### config.mk
export PLATFORM = sky130hd
export DESIGN_NAME = stable_priority_queue
export DESIGN_NICKNAME = d
export VERILOG_FILES = /design/src/design/spq_pkg.sv /design/src/design/stable_priority_queue.sv /design/src/design/spq_ctrl.sv /design/src/design/spq_datapath.sv
export VERILOG_INCLUDE_DIRS = /design/src /design/src/design
export SDC_FILE = /design/constraint.sdc
export NUM_CORES = 1
export LEC_CHECK = 0
export BUFFER_PORTS_ARGS = -buffer_cell sky130_fd_sc_hd__buf_2
export CAP_MARGIN = 15
export CORE_MARGIN = 10
export CORE_UTILIZATION = 35
export CTS_BUF_LIST = sky130_fd_sc_hd__clkbuf_4 sky130_fd_sc_hd__clkbuf_8
export CTS_CLUSTER_SIZE = 8
export DETAILED_ROUTE_END_ITERATION = 6
export SLEW_MARGIN = 0
export SYNTH_ARGS = -nofsm -noshare
export SYNTH_HDL_FRONTEND = slang
export SYNTH_SLANG_ARGS = --single-unit
export TNS_END_PERCENT = 1
### constraint.sdc
create_clock -name aclk -period 6.68 [get_ports aclk]
set_input_delay 0.334 -clock aclk [delete_from_list [all_inputs] [get_ports aclk]]
set_output_delay 0.334 -clock aclk [all_outputs]
set_load 0.01 [all_outputs]
### src/design/stable_priority_queue_macros.svh
// assertion macros used by the stable priority queue datapath
`ifndef STABLE_PRIORITY_QUEUE_MACROS_SVH
`define STABLE_PRIORITY_QUEUE_MACROS_SVH

`ifndef SYNTH
// same-cycle implication, checked out of reset
`define SPQ_ASSERT_IMPL(label, clk, rstn, ante, cons) \
    label: assert property (@(posedge clk) disable iff (!(rstn)) (ante) |-> (cons)) \
        else $error("spq assertion failed");
// next-cycle implication, checked out of reset
`define SPQ_ASSERT_NEXT(label, clk, rstn, ante, cons) \
    label: assert property (@(posedge clk) disable iff (!(rstn)) (ante) |=> (cons)) \
        else $error("spq assertion failed");
`else
`define SPQ_ASSERT_IMPL(label, clk, rstn, ante, cons)
`define SPQ_ASSERT_NEXT(label, clk, rstn, ante, cons)
`endif

`endif

### src/design/spq_pkg.sv
// package for the stable priority queue: payload types, codes and control structs
package spq_pkg;

    // default number of slots
    localparam int CAPACITY_DEFAULT = 16;

    // command codes
    typedef enum logic [1:0] {
        CMD_INSERT = 2'd0,
        CMD_SERVE  = 2'd1,
        CMD_PEEK   = 2'd2
    } cmd_e_t;

    // input request payload
    typedef struct packed {
        logic [1:0]  command;
        logic [7:0]  priority_req;
        logic [15:0] entry_id;
    } in_t;

    // result payload
    typedef struct packed {
        logic        ok;
        logic [7:0]  out_priority;
        logic [15:0] out_entry_id;
        logic [4:0]  count;
        logic        is_empty;
    } out_t;

    // controller to datapath commands
    typedef struct packed {
        logic insert;
        logic remove;
        logic load;
        logic ok;
        logic head;
    } ctrl_t;

    // datapath to controller status
    typedef struct packed {
        logic empty;
        logic full;
    } stat_t;

endpackage

### src/design/stable_priority_queue.sv
// Stable bounded priority queue, top level.
// Input channel s_valid/s_ready/s_data carries one request: command (insert, serve,
// peek), the priority and the identifier of an entry to insert. Result channel
// m_valid/m_ready/m_data returns one result per request: ok, head priority and
// identifier for serve and peek, the count held after the request and an empty flag.
// Entries are kept sorted in a row of CAPACITY slot registers, highest priority at
// slot 0; an insert compares all slots in parallel and shifts the tail down by one,
// a serve shifts all slots up by one. Equal priorities keep their arrival order.
// A result shows in the cycle after its request. A request is taken in every cycle
// where no result waits or the waiting result is taken in that same cycle, so the
// throughput is one request per cycle, set by the single result register.
// Insert when full and serve or peek when empty are refused with ok low.
// Reset (aresetn low, synchronous) empties the queue and drops any pending result;
// slot contents are not cleared. While the receiver holds m_ready low the result
// stays on m_data and no new request is taken.
module stable_priority_queue #(
    parameter int CAPACITY = spq_pkg::CAPACITY_DEFAULT
) (
    input  logic          aclk,
    input  logic          aresetn,
    input  logic          s_valid,
    output logic          s_ready,
    input  spq_pkg::in_t  s_data,
    output logic          m_valid,
    input  logic          m_ready,
    output spq_pkg::out_t m_data
);

    spq_pkg::ctrl_t ctrl;
    spq_pkg::stat_t stat;

    // handshake and command decode
    spq_ctrl u_ctrl (
        .aclk    (aclk),
        .aresetn (aresetn),
        .s_valid (s_valid),
        .s_ready (s_ready),
        .command (s_data.command),
        .m_valid (m_valid),
        .m_ready (m_ready),
        .stat    (stat),
        .ctrl    (ctrl)
    );

    // sorted slots and result register
    spq_datapath #(
        .CAPACITY (CAPACITY)
    ) u_datapath (
        .aclk    (aclk),
        .aresetn (aresetn),
        .req     (s_data),
        .ctrl    (ctrl),
        .stat    (stat),
        .result  (m_data)
    );

endmodule

### src/design/spq_ctrl.sv
// controller for the stable priority queue: handshake state machine and command decode
module spq_ctrl (
    input  logic           aclk,
    input  logic           aresetn,
    input  logic           s_valid,
    output logic           s_ready,
    input  logic [1:0]     command,
    output logic           m_valid,
    input  logic           m_ready,
    input  spq_pkg::stat_t stat,
    output spq_pkg::ctrl_t ctrl
);

    typedef enum logic [1:0] {
        ST_IDLE = 2'b01,
        ST_HOLD = 2'b10
    } state_t;

    state_t state_reg, state_next;
    logic   accept;

    // take a request when no result waits or the waiting one leaves now
    assign s_ready = (state_reg == ST_IDLE) || m_ready;
    assign m_valid = (state_reg == ST_HOLD);
    assign accept  = s_valid && s_ready;

    // next state
    always_comb begin
        state_next = state_reg;
        unique case (state_reg)
            ST_IDLE: begin
                if (accept) state_next = ST_HOLD;
            end
            ST_HOLD: begin
                if (m_ready && !accept) state_next = ST_IDLE;
            end
            default: state_next = ST_IDLE;
        endcase
    end

    always_ff @(posedge aclk) begin
        if (!aresetn) begin
            state_reg <= ST_IDLE;
        end else begin
            state_reg <= state_next;
        end
    end

    // command decode against queue status
    always_comb begin
        ctrl      = '0;
        ctrl.load = accept;
        unique case (command)
            spq_pkg::CMD_INSERT: begin
                ctrl.ok     = !stat.full;
                ctrl.insert = accept && !stat.full;
            end
            spq_pkg::CMD_SERVE: begin
                ctrl.ok     = !stat.empty;
                ctrl.head   = !stat.empty;
                ctrl.remove = accept && !stat.empty;
            end
            spq_pkg::CMD_PEEK: begin
                ctrl.ok   = !stat.empty;
                ctrl.head = !stat.empty;
            end
            default: ctrl.ok = 1'b0;
        endcase
    end

endmodule

### src/design/spq_datapath.sv
// datapath for the stable priority queue: sorted shift-register slots and result register
`include "stable_priority_queue_macros.svh"

module spq_datapath #(
    parameter int CAPACITY = spq_pkg::CAPACITY_DEFAULT
) (
    input  logic           aclk,
    input  logic           aresetn,
    input  spq_pkg::in_t   req,
    input  spq_pkg::ctrl_t ctrl,
    output spq_pkg::stat_t stat,
    output spq_pkg::out_t  result
);

    localparam int CW = $clog2(CAPACITY + 1);

    logic [7:0]    pri_reg [CAPACITY];
    logic [15:0]   id_reg  [CAPACITY];
    logic [CW-1:0] fill_reg, fill_next;
    logic [CAPACITY-1:0] keep;
    logic [CAPACITY-1:0] ins_here;
    logic [CW+4:0] count_ext;
    spq_pkg::out_t result_reg;

    // status
    assign stat.empty = (fill_reg == '0);
    assign stat.full  = (fill_reg == CW'(CAPACITY));

    // per-slot compare: slot keeps its entry when it is held and not lower than the new one
    for (genvar k = 0; k < CAPACITY; k++) begin : g_slot
        assign keep[k] = (CW'(k) < fill_reg) && (pri_reg[k] >= req.priority_req);

        if (k == 0) begin : g_head
            assign ins_here[k] = 1'b1;
        end else begin : g_body
            assign ins_here[k] = keep[k-1];
        end

        // insert shifts the tail down by one, serve shifts everything up by one
        always_ff @(posedge aclk) begin
            if (ctrl.insert) begin
                if (!keep[k]) begin
                    if (ins_here[k]) begin
                        pri_reg[k] <= req.priority_req;
                        id_reg[k]  <= req.entry_id;
                    end else begin
                        pri_reg[k] <= pri_reg[(k == 0) ? 0 : k-1];
                        id_reg[k]  <= id_reg[(k == 0) ? 0 : k-1];
                    end
                end
            end else if (ctrl.remove) begin
                pri_reg[k] <= pri_reg[(k == CAPACITY-1) ? k : k+1];
                id_reg[k]  <= id_reg[(k == CAPACITY-1) ? k : k+1];
            end
        end
    end

    // fill count
    always_comb begin
        fill_next = fill_reg;
        if (ctrl.insert) begin
            fill_next = fill_reg + CW'(1);
        end else if (ctrl.remove) begin
            fill_next = fill_reg - CW'(1);
        end
    end

    always_ff @(posedge aclk) begin
        if (!aresetn) begin
            fill_reg <= '0;
        end else begin
            fill_reg <= fill_next;
        end
    end

    // result register, count wraps to five bits
    assign count_ext = {5'd0, fill_next};

    always_ff @(posedge aclk) begin
        if (ctrl.load) begin
            result_reg.ok           <= ctrl.ok;
            result_reg.out_priority <= ctrl.head ? pri_reg[0] : 8'd0;
            result_reg.out_entry_id <= ctrl.head ? id_reg[0] : 16'd0;
            result_reg.count        <= count_ext[4:0];
            result_reg.is_empty     <= (fill_next == '0);
        end
    end

    assign result = result_reg;

    // checks
    `SPQ_ASSERT_IMPL(a_no_insert_full, aclk, aresetn, ctrl.insert, !stat.full)
    `SPQ_ASSERT_IMPL(a_no_remove_empty, aclk, aresetn, ctrl.remove, !stat.empty)
    `SPQ_ASSERT_IMPL(a_fill_bound, aclk, aresetn, 1'b1, fill_reg <= CW'(CAPACITY))
    `SPQ_ASSERT_NEXT(a_insert_grows, aclk, aresetn, ctrl.insert, fill_reg == $past(fill_reg) + CW'(1))
    `SPQ_ASSERT_NEXT(a_remove_shrinks, aclk, aresetn, ctrl.remove, fill_reg == $past(fill_reg) - CW'(1))

endmodule
==> impl_summary.txt, run 1 <==
----------------------------------------------------
[Timing]
  Max-slew violations ... 0
  Final period util ... 0.657
  Total negative slack ... 0 ps
  RSZ-0062 raised after global routing ... false
  Worst setup skew after layout ... 24.5 ps
  Min cycle time layout ... 4390 ps
  Setup Viol. Count Final ... 0
  Least-Margin Pin Slew ... 1190 ps
  Max frequency ... 0.228 GHz
  Max-Slew Margin vs Limit ... 0.204
  Endpoints failing hold ... 0

[Critical path]
  Required time of the critical path ... 7140 ps
  Crit-path cells ... inv_1, ha_1, or4b_4, nand2_1, or3b_4, buf_12, nand2_1, o221ai_1
  Worst path arrival time ... 4840 ps
  Crit start category ... flip-flop
  Crit path largest cell delay ... 820 ps
  Maximum fanout along the worst path ... 256
  Critical Path Slowest Stage Cell ... or3b_4
  Worst setup path class ... flip-flop to flip-flop
  Most prevalent standard cell on the critical path ... nand2_1
  Sort of element at the end of the critical path ... flip-flop

[Logic synthesis]
  Top area cells in the synthesized netlist ... edfxtp_1 (53%), mux2i_1 (11%), ha_1 (7.2%)
  Async set-reset flop share out of synthesis ... 0
  Total of flip-flops plus latches after synthesis ... 422
  Post-synthesis instance total ... 2120
  EDFF count, synth ... 415
  Mean instance size in the synthesized netlist ... 11.1 um^2
  Netlist cell types ... 68
  Main synth FF type ... edfxtp_1
  Portion of synthesized cell area occupied by the leading cell type ... 0.530
  Net Count, Synth ... 2285
  Cell accounting for the most synthesized area ... edfxtp_1
  Yosys warning total ... 0
  Post-synthesis sequential area ratio ... 0.536
  Netlist area before placement ... 23500 um^2

[Final layout]
  Final-layout fill cell count ... 6422
  Area occupied by registers ... 12600 um^2
  Commonest non-fill, non-tap cells in the layout ... edfxtp_1 (415), mux2i_1 (262), a21oi_1 (236)
  Most common library cell in the layout ignoring fill and taps ... edfxtp_1
  Ratio of cells with drive above 1 in the final layout ... 0.119
  Number of flip-flops under the largest register name ... 256
  Post-layout net count ... 2298
  Area added between synthesis and finish ... 11.2%
  Final Core Density ... 0.395
  Footprint of the multi-input gates ... 10100 um^2

[GRT]
  Initial antenna violation count ... 12
  Met2 capacity usage during global routing ... 0.230
  Most crowded layer after global routing ... met2
  Pin count of the biggest net entering global routing ... 257
  Wire length of the first global-routing pass ... 92600 um
  Congestion Overflow GR ... 0
  Met3 usage ... 0.0283
  Overall global routing resource usage ... 0.147
  Via count of the first global-routing pass ... 16104
  Global-route track usage on met1 ... 0.201

[Die]
  Initial Utilization ... 0.355
  Area enclosed by the die boundary ... 77900 um^2
  Horizontal extent of the die ... 279 um
  DIE HEIGHT ... 279 um
  Total core area ... 66200 um^2
  Total I/O pin count ... 63
  Rows ... 94

[Clocking]
  Cell at the root of the clock tree ... clkbuf_8
  CTS-repair resized insts ... 0
  CTS tree ... yes
  H-tree levels ... 3
  Clock transition at the registers of the reported paths ... 60 ps
  Post-CTS Setup Inserts ... 0
  TritonCTS buffer count ... 75
  Hold Buf Count CTS ... 1
  Deepest clock path buffer count ... 3
  Clk Latency, worst-skew pair ... 660 ps
  # clock sinks ... 422

[Drt]
  Number of remaining DRC errors ... 0
  Ratio of routed vias to standard cells ... 5.33
  Iteration-0 DRC Markers ... 1398
  Via count ... 16303
  Number of optimization iterations in the first detailed-route pass ... 6
  Total wirelength of the detailed-routed design ... 58400 um
  Post-route ant nets ... 0
  WL/cell ... 19.1 um

[Power]
  Leakage power ... 10.5 nW
  Worst ir drop on vdd ... 0.000116 V
  Power Density ... 245 nW/um^2

[Worst hold path]
  Class of the tightest hold or removal check ... primary input to flip-flop

[Placed design]
  PortBufs ... 62
  HPWL after DPL ... 40500 um
  Final weighted congestion in routability-driven placement ... 0.831

[Job]
  Max-cap violation count ... 0

[Status]
  Outcome ... finished clean

----------------------------------------------------
[worst max-delay path: cells and delay by family, from the launching register on]
family	cells	cell delay [ps]
AO/OA/AOI/OAI	1	260
AND/OR/NAND/NOR	4	1940
buffers and inverters	2	900
adder cells (fa/ha/maj)	1	190
flip-flops	1	510
[final timing paths]
check	depth (start not counted)	from	slack (ps)	end
max	8	u_datapath.fill_reg[1]$_SDFF_PN0_	2290	u_datapath.pri_reg[4][8]$_DFFE_PP_
max reg2reg	8	u_datapath.fill_reg[1]$_SDFF_PN0_	2290	u_datapath.pri_reg[4][8]$_DFFE_PP_
min	3	s_valid	90	u_ctrl.state_reg[1]$_SDFFE_PN0P_
min reg2reg	2	u_datapath.id_reg[15][10]$_DFFE_PP_	520	u_datapath.id_reg[14][10]$_DFFE_PP_
[cell usage after synthesis, types with 3 or more instances]
library cell  number
edfxtp_1         415
mux2i_1          262
a21oi_1          238
nor2_1           210
nand2_1          206
ha_1             135
o21ai_0          129
clkbuf_1          79
buf_2             57
inv_1             49
and3_1            27
o22ai_1           27
a31oi_1           26
a22oi_1           25
mux2_2            23
o31ai_1           23
nand2b_1          17
o21ai_1           15
a21o_1            14
buf_1             12
nand4_1           11
and2_1             8
nand3_1            8
nor3_1             8
o21a_1             8
dfxtp_1            7
a211o_1            5
a211oi_1           4
buf_6              4
nor2b_1            4
o211ai_1           4
or2_2              4
or3_1              4
a2111oi_0          3
a21boi_0           3
buf_4              3
o221ai_1           3
[final cells by class]
| cell class | count | share of cell area |
|---|---|---|
| repair buffers | 91 | 0.0249 |
| well taps | 864 | 0.0414 |
| flip-flops and latches | 422 | 0.482 |
| multi-input cells | 1494 | 0.386 |
| clock inverters | 23 | 0.00713 |
| inverters | 49 | 0.00704 |
| clock buffers | 112 | 0.0511 |
| diodes | 6 | 0.000575 |
[routing by layer]
layer	share of wire	routed length (um)	vias to the layer above
li1	-	-	7929
met1	0.47	27700	7811
met4	0.021	1220	12
met3	0.056	3270	102
met5	0.0015	86	-
met2	0.45	26100	449
[logic make-up (layout without fill, tap and decap cells)]
kind of cell | count (synthesis) | count (layout) | share of synthesized area
adder cells (fa/ha/maj) | 135 | 135 | 0.0719
flip-flops | 422 | 422 | 0.536
buffers and inverters | 204 | 275 | 0.0374
AO/OA/AOI/OAI | 549 | 549 | 0.136
XOR/XNOR | 4 | 4 | 0.00149
multiplexers | 285 | 285 | 0.123
other | 0 | 6 | 0
AND/OR/NAND/NOR | 521 | 521 | 0.0949
[power breakdown]
group / switching (W) / leakage (nW) / internal (W)
Clock: 0.00112 / 0.811 / 0.00136
Sequential: 0.0000889 / 3.89 / 0.00311
Combinational: 0.000443 / 5.79 / 0.000289
[metrics by stage]
| stage | hold WS, ps | instances | area, um^2 | setup WS [ps] | total power (W) |
|---|---|---|---|---|---|
| 4_1_cts | 36.7 | 3054 | 26100 | 2490 | 0.00648 |
| 3_3_place_gp | 504 | 2913 | 24400 | 2460 | 0.00394 |
| 5_1_grt | 102 | 3058 | 26100 | 2060 | 0.00670 |
| 2_1_floorplan | 456 | 2120 | 23500 | 2790 | 0.00374 |
| 6_report | 90.6 | 3061 | 26100 | 2290 | 0.00641 |
| 3_5_place_dp | 508 | 2918 | 24600 | 2510 | 0.00398 |
No activity file was read; power rests on OpenSTA's default activity.
==> inputs of run 2 (changes only) <==
- clock period: 6.68 -> 4.4 ns (I/O delays scaled with it)
==> run 2 against run 1 <==
Against the previous run:
- combinational power increased by 53%
- setup slack got worse by 1700 ps
- utilization increased by 0.062 points
- critical path depth increased by 1
- total power increased by 49%
- cell count increased by 0.56%
- sequential power increased by 52%
- via count increased by 1.0%
- wire length increased by 0.16%
- largest power group unchanged
- highest routed layer unchanged
==> impl_summary.txt, run 2 (same netlist as run 1, synthesis figures left out) <==
----------------------------------------------------
[GRT]
  Initial antenna violation count ... 13
  Pin count of the biggest net entering global routing ... 165
  Wire length of the first global-routing pass ... 91900 um
  Congestion Overflow GR ... 0
  Overall global routing resource usage ... 0.146
  Via count of the first global-routing pass ... 16084

[Final layout]
  Commonest non-fill, non-tap cells in the layout ... edfxtp_1 (415), mux2i_1 (262), a21oi_1 (236)
  Finished Cell Area ... 26200 um^2
  Area added between synthesis and finish ... 11.4%
  Footprint of the multi-input gates ... 10100 um^2
  Most common library cell in the layout ignoring fill and taps ... edfxtp_1
  Area occupied by registers ... 12600 um^2
  Number of flip-flops under the largest register name ... 256
  Final-layout fill cell count ... 6381
  Ratio of cells with drive above 1 in the final layout ... 0.123
  Post-layout net count ... 2321

[Worst hold path]
  Min-Delay Endpoint ... u_datapath.id_reg[12][13]$_DFFE_PP_
  Cell count of the worst hold path ... 3
  Hold path startpoint ... s_data[13]
  Class of the tightest hold or removal check ... primary input to flip-flop

[Drt]
  Number of optimization iterations in the first detailed-route pass ... 5
  Met2 Routed Length ... 26400 um
  Via count ... 16472
  Number of remaining DRC errors ... 0
  Total wirelength of the detailed-routed design ... 58500 um
  Iteration-0 DRC Markers ... 1568
  Total routed wire length on the met1 layer ... 26800 um
  Max Used Layer ... met5
  Post-route ant nets ... 0
  WL/cell ... 19.0 um
  Detailed-routed wire length on met3 ... 3960 um
  Ratio of routed vias to standard cells ... 5.35

[Placed design]
  PortBufs ... 62
  Final weighted congestion in routability-driven placement ... 0.833
  HPWL after DPL ... 41400 um
  Placed cell areas ... 24700 um^2
  Pre-CTS setup slack ... 779 ps

[Critical path]
  Worst setup path class ... flip-flop to flip-flop
  Reg2reg path depth ... 9
  Sort of element at the end of the critical path ... flip-flop
  RR Endpoint ... u_datapath.id_reg[10][1]$_DFFE_PP_
  Crit-path cells ... inv_1, ha_1, nand4bb_1, o2111ai_2, a211oi_1, o21ai_2, buf_4, mux2i_1, a21oi_1
  Crit path largest cell delay ... 1070 ps
  Crit start category ... flip-flop
  Critical Path Slowest Stage Cell ... a211oi_1
  Maximum fanout along the worst path ... 20
  Worst-case register-to-register setup slack ... 620 ps
  Worst path arrival time ... 4140 ps
  Required time of the critical path ... 4760 ps
  Launch instance of the worst register-to-register path ... u_datapath.fill_reg[1]$_SDFF_PN0_

[Clocking]
  CTS tree ... yes
  Clk Latency, worst-skew pair ... 650 ps
  Cell at the root of the clock tree ... clkbuf_8
  Deepest clock path buffer count ... 3
  Clock transition at the registers of the reported paths ... 60 ps
  CTS-repair resized insts ... 0
  TritonCTS buffer count ... 73
  # clock sinks ... 422
  H-tree levels ... 3

[Timing]
  Setup Viol. Count Final ... 0
  Worst setup skew after layout ... 28.0 ps
  RSZ-0062 raised after global routing ... false
  Max-Slew Margin vs Limit ... 0.270
  Worst Slack Setup Final ... 623 ps
  Max-slew violations ... 0
  Max frequency ... 0.265 GHz
  Endpoints failing hold ... 0
  Min cycle time layout ... 3780 ps
  Least-Margin Pin Slew ... 1090 ps
  Hold_ws ... 103 ps
  Final period util ... 0.858
  Total negative slack ... 0 ps

[Status]
  Outcome ... finished clean

[Die]
  Total core area ... 66200 um^2
  Horizontal extent of the die ... 279 um
  Area enclosed by the die boundary ... 77900 um^2
  Initial Utilization ... 0.355
  DIE HEIGHT ... 279 um
  Total I/O pin count ... 63
  Rows ... 94

[Power]
  Sw Ratio ... 0.259
  Leakage power ... 10.5 nW
  Switching Power ... 0.00247 W
  Worst ir drop on vdd ... 0.000200 V
  Cell Int Power ... 0.00707 W
  Clock network power share ... 0.375
  Fraction of power consumed by combinational cells ... 0.117
  Share of power burned in registers ... 0.508
  Power Density ... 365 nW/um^2

[Job]
  Max-cap violation count ... 0

----------------------------------------------------
[run 2: changes by cell type in the layout (fill, tap and decap cells not counted), sizes merged]
cell         previous run  this run
diode                   6         3
clkbuf                112       104
inv                    52        53
clkinv                 18        20
buf                    90       112
bufinv                  2         1
dlygate4sd3             1         4
clkinvlp                0         1
[run 2: worst max path at each step]
| stage | startpoint | endpoint | cells after the start |
|---|---|---|---|
| 2_1_floorplan | s_data[17] | u_datapath.id_reg[8][0]$_DFFE_PP_ | 6 |
| 3_3_place_gp | s_data[22] | u_datapath.id_reg[12][5]$_DFFE_PP_ | 11 |
| 3_5_place_dp | u_datapath.fill_reg[1]$_SDFF_PN0_ | u_datapath.id_reg[11][12]$_DFFE_PP_ | 8 |
| 4_1_cts | u_datapath.fill_reg[1]$_SDFF_PN0_ | u_datapath.pri_reg[5][0]$_DFFE_PP_ | 9 |
| 5_1_grt | u_datapath.fill_reg[1]$_SDFF_PN0_ | u_datapath.id_reg[11][12]$_DFFE_PP_ | 8 |
| 6_report | u_datapath.fill_reg[1]$_SDFF_PN0_ | u_datapath.id_reg[10][1]$_DFFE_PP_ | 9 |
[run 2: what timing repair did]
action                                  4_1_cts  5_1_grt
hold endpoints to repair                      8        0
endpoints found under the setup margin        0        0
buffers inserted                              0        0
hold buffers                                  4        0
[run 2: per-stage QoR]
stage          cells  total power [W]  utilization
2_1_floorplan   2120          0.00568            -
3_3_place_gp    2941          0.00600        0.373
3_5_place_dp    2941          0.00605        0.373
4_1_cts         3075          0.00965        0.395
5_1_grt         3078          0.00999        0.395
6_report        3078          0.00954        0.395
[run 2: metal layers]
| layer | GRT usage | vias to the layer above |
|---|---|---|
| met2 | 0.233 | 503 |
| met4 | 0.0504 | 16 |
| li1 | - | 7970 |
| met5 | 0 | - |
| met3 | 0.0306 | 99 |
| met1 | 0.196 | 7884 |
[run 2: critical path: cells and delay by family (launching register included)]
family | cells | cell delay (ps)
muxes | 1 | 190
AOI/OAI and AO/OA | 4 | 1890
DFF | 1 | 560
buffers and inverters | 2 | 470
adders and majority gates | 1 | 220
and+or+nand+nor | 1 | 160
[run 2: power groups by stage]
stage | sequential (W) | combinational [W] | clock, W
after global placement | 0.00492 | 0.00109 | 0
final | 0.00485 | 0.00112 | 0.00358
after CTS | 0.00484 | 0.00113 | 0.00368
after global routing | 0.00486 | 0.00125 | 0.00387
after floorplan | 0.00488 | 0.000795 | 0
after detailed placement | 0.00492 | 0.00113 | 0
[run 2: final cells by class]
class,instances,area share
antenna,3,0.000287
clock buffer,104,0.0485
clock inverter,26,0.00578
inverter,49,0.00703
multi-input combinational,1494,0.385
sequential,422,0.481
tap,864,0.0413
timing repair buffer,116,0.0306
